`src/rsc_sqrt.sv`:
```
// ---------------------------------------------------------------------------
// rsc_sqrt: integer square root
// Digit-by-digit root of a 64-bit value, one result bit per cycle.
// ---------------------------------------------------------------------------
`default_nettype none

module rsc_sqrt (
   input  logic        clock,
   input  logic        reset,
   input  logic        start,
   input  logic [63:0] value,
   output logic        done,
   output logic [31:0] root
);
   logic [63:0] val_ff;
   logic [34:0] rem_ff;
   logic [31:0] root_ff;
   logic [4:0]  cnt_ff;
   logic        busy_ff;
   logic        done_ff;
   logic [34:0] rem_sh;
   logic [34:0] trial;

   // Bring down two bits and try the next root bit.
   assign rem_sh = {rem_ff[32:0], val_ff[63:62]};
   assign trial  = {1'b0, root_ff, 2'b01};

   always_ff @(posedge clock) begin
      if (reset) begin
         busy_ff <= 1'b0;
         done_ff <= 1'b0;
         cnt_ff  <= '0;
      end else begin
         done_ff <= 1'b0;
         if (start) begin
            busy_ff <= 1'b1;
            cnt_ff  <= '0;
            val_ff  <= value;
            rem_ff  <= '0;
            root_ff <= '0;
         end else if (busy_ff) begin
            val_ff <= {val_ff[61:0], 2'b00};
            if (rem_sh >= trial) begin
               rem_ff  <= rem_sh - trial;
               root_ff <= {root_ff[30:0], 1'b1};
            end else begin
               rem_ff  <= rem_sh;
               root_ff <= {root_ff[30:0], 1'b0};
            end
            cnt_ff <= cnt_ff + 1'b1;
            if (cnt_ff == 5'd31) begin
               busy_ff <= 1'b0;
               done_ff <= 1'b1;
            end
         end
      end
   end

   assign done = done_ff;
   assign root = root_ff;

endmodule

`default_nettype wire

```
`config.mk`:
```
export PLATFORM = sky130hd
export DESIGN_NAME = rsc_sqrt
export DESIGN_NICKNAME = d
export VERILOG_FILES = /design/src/rsc_sqrt.sv
export SDC_FILE = /design/constraint.sdc
export NUM_CORES = 1
export LEC_CHECK = 0
export BUFFER_PORTS_ARGS = -buffer_cell sky130_fd_sc_hd__clkbuf_2
export CORE_MARGIN = 2
export CORE_UTILIZATION = 40
export CTS_BUF_LIST = sky130_fd_sc_hd__clkbuf_8
export CTS_CLUSTER_DIAMETER = 200
export CTS_CLUSTER_SIZE = 24
export DETAILED_ROUTE_END_ITERATION = 16
export GPL_ROUTABILITY_DRIVEN = 0
export PLACE_DENSITY = 0.57
export SETUP_SLACK_MARGIN = 0.05
export SLEW_MARGIN = 20
export SYNTH_ARGS = -nofsm -noshare
export SYNTH_HDL_FRONTEND = slang
export SYNTH_SLANG_ARGS = --single-unit
```
`constraint.sdc`:
```
create_clock -name clock -period 18.1 [get_ports clock]
set_input_delay 3.62 -clock clock [delete_from_list [all_inputs] [get_ports clock]]
set_output_delay 3.62 -clock clock [all_outputs]
set_load 0.005 [all_outputs]
```
; ---- Yosys cells after proc, flatten, opt, wreduce, memory -nomap -nowiden
; Index checks and enable logic that the tools add are counted.
; Widths: inputs -> output; s select.
[word_totals]
reg_bits = 136
in_bits = 67
output_inout_bits = 33
elab_cells = 26
[classes]
n_addsub = 2
order_cmp = 1
n_eq_ne = 1
muxes = 10
n_bitwise = 2
reduce_logical = 4
[op_table]
columns = operator, count
row1 = $mux 64, 2
row2 = $mux 33, 2
row3 = $ge 35x34->1, 1
row4 = $sub 33x33->33, 1
row5 = $mux 32, 1
row6 = $add 5x1->5 const B, 1
row7 = $eq 5x5->1 const B, 1
row8 = $mux 1, 5
row9 = $reduce_or 3->1, 1
row10 = $not 1->1, 2
row11 = $reduce_and 2->1, 1
row12 = $reduce_bool 2->1, 1
row13 = $reduce_or 2->1, 1

; ---- Logic depth before layout (Yosys ltp)
[depth]
ltp_word = 4
depth_mapped = 12
depth_no_buf = 10

; ---- Worst setup path before layout
; No wires, ideal clock.
[synth_timing]
path_type = input to register
startpoint = input start
endpoint = register rem_ff[0] (enable)
setup_time_ps = 619
t_arrival_ps = 9817
required_time_ps = 17481
slack_ps = 7664
stages = 5
n_path_buf = 3
path_cell_list = clkbuf_1 > clkbuf_1 > clkbuf_1 > nor2_1 > nor2_1
[synth_via]
elab_chain_len = 2
[synth_lines]
columns = item, line_no
row1 = "start, declared", 10  ; input logic start,
row2 = $reduce_bool 2->1 (no source line), --
row3 = $reduce_and 2->1 (no source line), --
row4 = "end signal, assigned", 44  ; rem_ff <= rem_sh - trial;
row5 = "end signal, assigned", 47  ; rem_ff <= rem_sh;
row6 = "end, declared", 16  ; logic [34:0] rem_ff;
; No other way between the ends.
; A chain may end at the register's enable or synchronous reset.

==> reports/metrics.yaml <==
global_routing:
  global_routing_s_busiest_layer: "met2"
  global_route.usage.met2_pct: 27.2
  globalRouteOverflowTotal: 0
  grt_pass1_vias: 5719
  antenna_found_initial: 0
  grt_util_all_layers_pct: 17.3
  gr_layer_usage_met1_pct: 22.2
  grt_start_max_net_pins: 73
  grt_pass1_wl_mm: 28.1
  globalRouteMet3Util_pct: 6.37
critical_path:
  cp_slowest_stage_delay_ns: 0.68
  worstReg2RegStart: "rem_ff[20]"
  crit_arrival_ns: 5.60
  timing.critical_path.depth: 5
  critical-path-slowest-cell: "sky130_fd_sc_hd__buf_4"
  worst_setup_path_end_kind: "flop"
  startpoint: "start"
  worstSetupStartpointType: "primary input"
  path_class: "in2reg"
  cp_data_required_time_ns: 18.29
  cell_by_cell_listing_of_the_critical_path: "buf_4, buf_4, inv_1, o2111a_1, a311o_1"
  minimum_setup_slack_among_reg_to_reg_paths_ns: 14.57
  regToRegEndpoint: "rem_ff[23]"
  critical_path.max_fanout: 72
  crit_top_cell: "sky130_fd_sc_hd__buf_4"
  worst_path_dominant_cell_family: "buffers and inverters"
  cp_num_buf_inv: 3
  critPathCapture: "rem_ff[26]"
  r2r_cells: 9
final_layout:
  finalNetCount: 892
  non_filler_cells_in_the_finished_layout: 1062
  post_route_cells_drive_above_1_share_pct: 25.4
  flow.area_growth_from_synthesis_pct: 13.3
  antenna-diode-count: 0
floorplanning:
  placeable_core_region_sq_mm: 0.0188
  pin_count: 100
  floorplan.die.height_microns: 143
  row_count: 50
  initial_utilization_pct: 41.1
  floorplan.die.width_microns: 143
  fp.dieArea_sq_mm: 0.0205
worst_hold_path:
  classification_of_the_worst_slack_hold_path: "reg2reg"
  min_delay_path_depth: 2
  hp-start: "cnt_ff[4]"
placed_design:
  dp_hpwl_mm: 12.0
  placed_cell_count: 1030
  port-buffer-count: 99
  place_ws_ns: 12.18
detailed_routing:
  drtAntennaViolNets: 0
  drt_first_iter_violations: 360
  vias: 5651
  drtPass1Iterations: 5
  postRouteWirelength_mm: 17.0
  detailed_route_drc_error_count: 0
  vias_per_cell: 5.32
  avgRoutedWirePerCell_microns: 16.0
power:
  cellLeakagePower_nw: 3.52
  power_per_cell_area_mw_per_mm2: 93.1
  max_vdd_drop_uv: 53.7
synthesis:
  postSynth.topFlopCell: "sky130_fd_sc_hd__edfxtp_1"
  synth.distinct_cells: 59
  yosys.cell_count.top_type: "sky130_fd_sc_hd__edfxtp_1"
  synth_top_area_share_pct: 50.1
  post_synth_edffs: 129
  synth_fp_nets: 810
  synth_largest_area_cell: "sky130_fd_sc_hd__edfxtp_1"
  post_synth_instance_area_sq_mm: 0.00773
  post_synth_inst_count: 707
  synth_sequential_area_ratio_pct: 51.9
  synthesis.yosys.warnings: 0
  synth.top_cells.by_area: "sky130_fd_sc_hd__edfxtp_1, sky130_fd_sc_hd__mux2_2, sky130_fd_sc_hd__ha_1, sky130_fd_sc_hd__nor2_1, sky130_fd_sc_hd__a21oi_1"
  synthTopCellsByCount: "sky130_fd_sc_hd__edfxtp_1, sky130_fd_sc_hd__nor2_1, sky130_fd_sc_hd__mux2_2"
  postSynthRegisterBits: 136
  syn_area_per_cell_sq_um: 10.9
  async_set_or_reset_register_ratio_after_synthesis_pct: 0
timing:
  worst_case_headroom_to_the_max_slew_limit_pct: 41.4
  timing_max_transition_violations_final: 0
  layout_min_cycle_time_ns: 5.40
  final-setup-viol-count: 0
  min_period_over_period_pct: 29.8
  holdWs_ns: 0.538
  timing.final.hold_violations: 0
  finClkSkew_ns: 0.0144
  tns_ns: 0
  final_critical_path_setup_slack_ns: 12.70
  max_slew.worst_pin.slew_ns: 0.879
  max_freq_mhz: 185
  grt_setup_unrepaired: "no"
clocking:
  clock-sinks: 136
  numCtsBuffers: 17
  postCtsResizedCells: 0
  clock_transition_at_the_registers_of_the_reported_paths_ns: 0.08
  cts-root-buf: "sky130_fd_sc_hd__clkbuf_8"
  cts_hold_buf: 0
  cts_setup_buffers: 0
  max-clock-path-buffers: 2
  insertion_delay_ns: 0.44
  maximum_level_of_the_cts_h_tree: 4
  clock_tree_from_tritoncts: "built"
flow_run:
  max_cap_viol_count: 0
run_status:
  status: "finished, final reports clean"
## area by class of cell
cell class	instances	area, sq um
Clock buffer	17	234
Clock inverter	15	130
Fill cell	1782	10100
Inverter	47	176
Multi-Input combinational cell	484	3350
Sequential cell	136	4010
Tap cell	260	325
Timing Repair Buffer	103	528
## worst min path at each step
stage	end
2_1_floorplan	cnt_ff[4]
3_3_place_gp	cnt_ff[4]
3_5_place_dp	cnt_ff[1]
4_1_cts	cnt_ff[1]
5_1_grt	val_ff[8]
6_report	cnt_ff[4]
## cells by family after synthesis
group / count (synthesis) / synth area share (%)
buffers and inverters: 87 / 4.82
multiplexers: 73 / 10.5
adder cells (fa/ha/maj): 36 / 5.82
flip-flops: 136 / 51.9
XOR/XNOR: 27 / 3.06
AND/OR/NAND/NOR: 208 / 12.5
AO/OA/AOI/OAI: 140 / 11.4
## flip-flops by register name (all words and copies together), names as in the netlist
register,count
done,1
rem_ff,33
val_ff,64
cnt_ff,5
busy_ff,1
root,32
## worst register-to-register path, delay by kind of cell, from the launching register on
kind	cells	cell delay [ns]
flip-flops	1	0.45
AO/OA/AOI/OAI	1	0.08
adder cells (fa/ha/maj)	1	0.55
buffers and inverters	1	0.54
multiplexers	1	0.30
AND/OR/NAND/NOR	5	1.32
## report_power, final
group | internal, W | switching [W] | leakage (nW)
Combinational | 0.0000789 | 0.000113 | 2.03
Clock | 0.000109 | 0.000129 | 0.189
Sequential | 0.000375 | 0.0000106 | 1.30
Total | 0.000563 | 0.000253 | 3.52
## per-layer routing
layer  share of wire (%)  routed length (microns)  vias to the layer above
met5                   0                        0                        -
met4                 1.8                      299                        0
met3                 7.9                     1330                       26
met2                  46                     7810                      177
met1                  44                     7520                     2713
li1                    -                        -                     2735
## metrics by stage
step / power [W] / area [sq um] / utilization (%)
global placement: 0.000580 / 8400 / 44.6
finish: 0.000816 / 8760 / 46.5
global route: 0.000864 / 8760 / 46.5
floorplan: 0.000540 / 7730 / -
CTS: 0.000821 / 8760 / 46.5
detailed placement: 0.000583 / 8400 / 44.6
## cell usage in the layout (no fill, tap or decap), types with 6 or more instances in the layout
cell type and instances:
sky130_fd_sc_hd__edfxtp_1 129, sky130_fd_sc_hd__nor2_1 98, sky130_fd_sc_hd__clkbuf_2 98, sky130_fd_sc_hd__mux2_2 63, sky130_fd_sc_hd__a21oi_1 52, sky130_fd_sc_hd__inv_1 50
sky130_fd_sc_hd__nand2_1 36, sky130_fd_sc_hd__ha_1 36, sky130_fd_sc_hd__o21ai_0 29, sky130_fd_sc_hd__clkbuf_8 17, sky130_fd_sc_hd__xnor2_1 15, sky130_fd_sc_hd__xor2_1 12
sky130_fd_sc_hd__a21o_1 11, sky130_fd_sc_hd__nor3_1 10, sky130_fd_sc_hd__mux2i_1 10, sky130_fd_sc_hd__nand4_1 10, sky130_fd_sc_hd__nand3_1 9, sky130_fd_sc_hd__a31oi_1 9
sky130_fd_sc_hd__nor2b_1 7, sky130_fd_sc_hd__dfxtp_1 7, sky130_fd_sc_hd__nand3b_1 6
No activity file was read; power rests on OpenSTA's default activity.
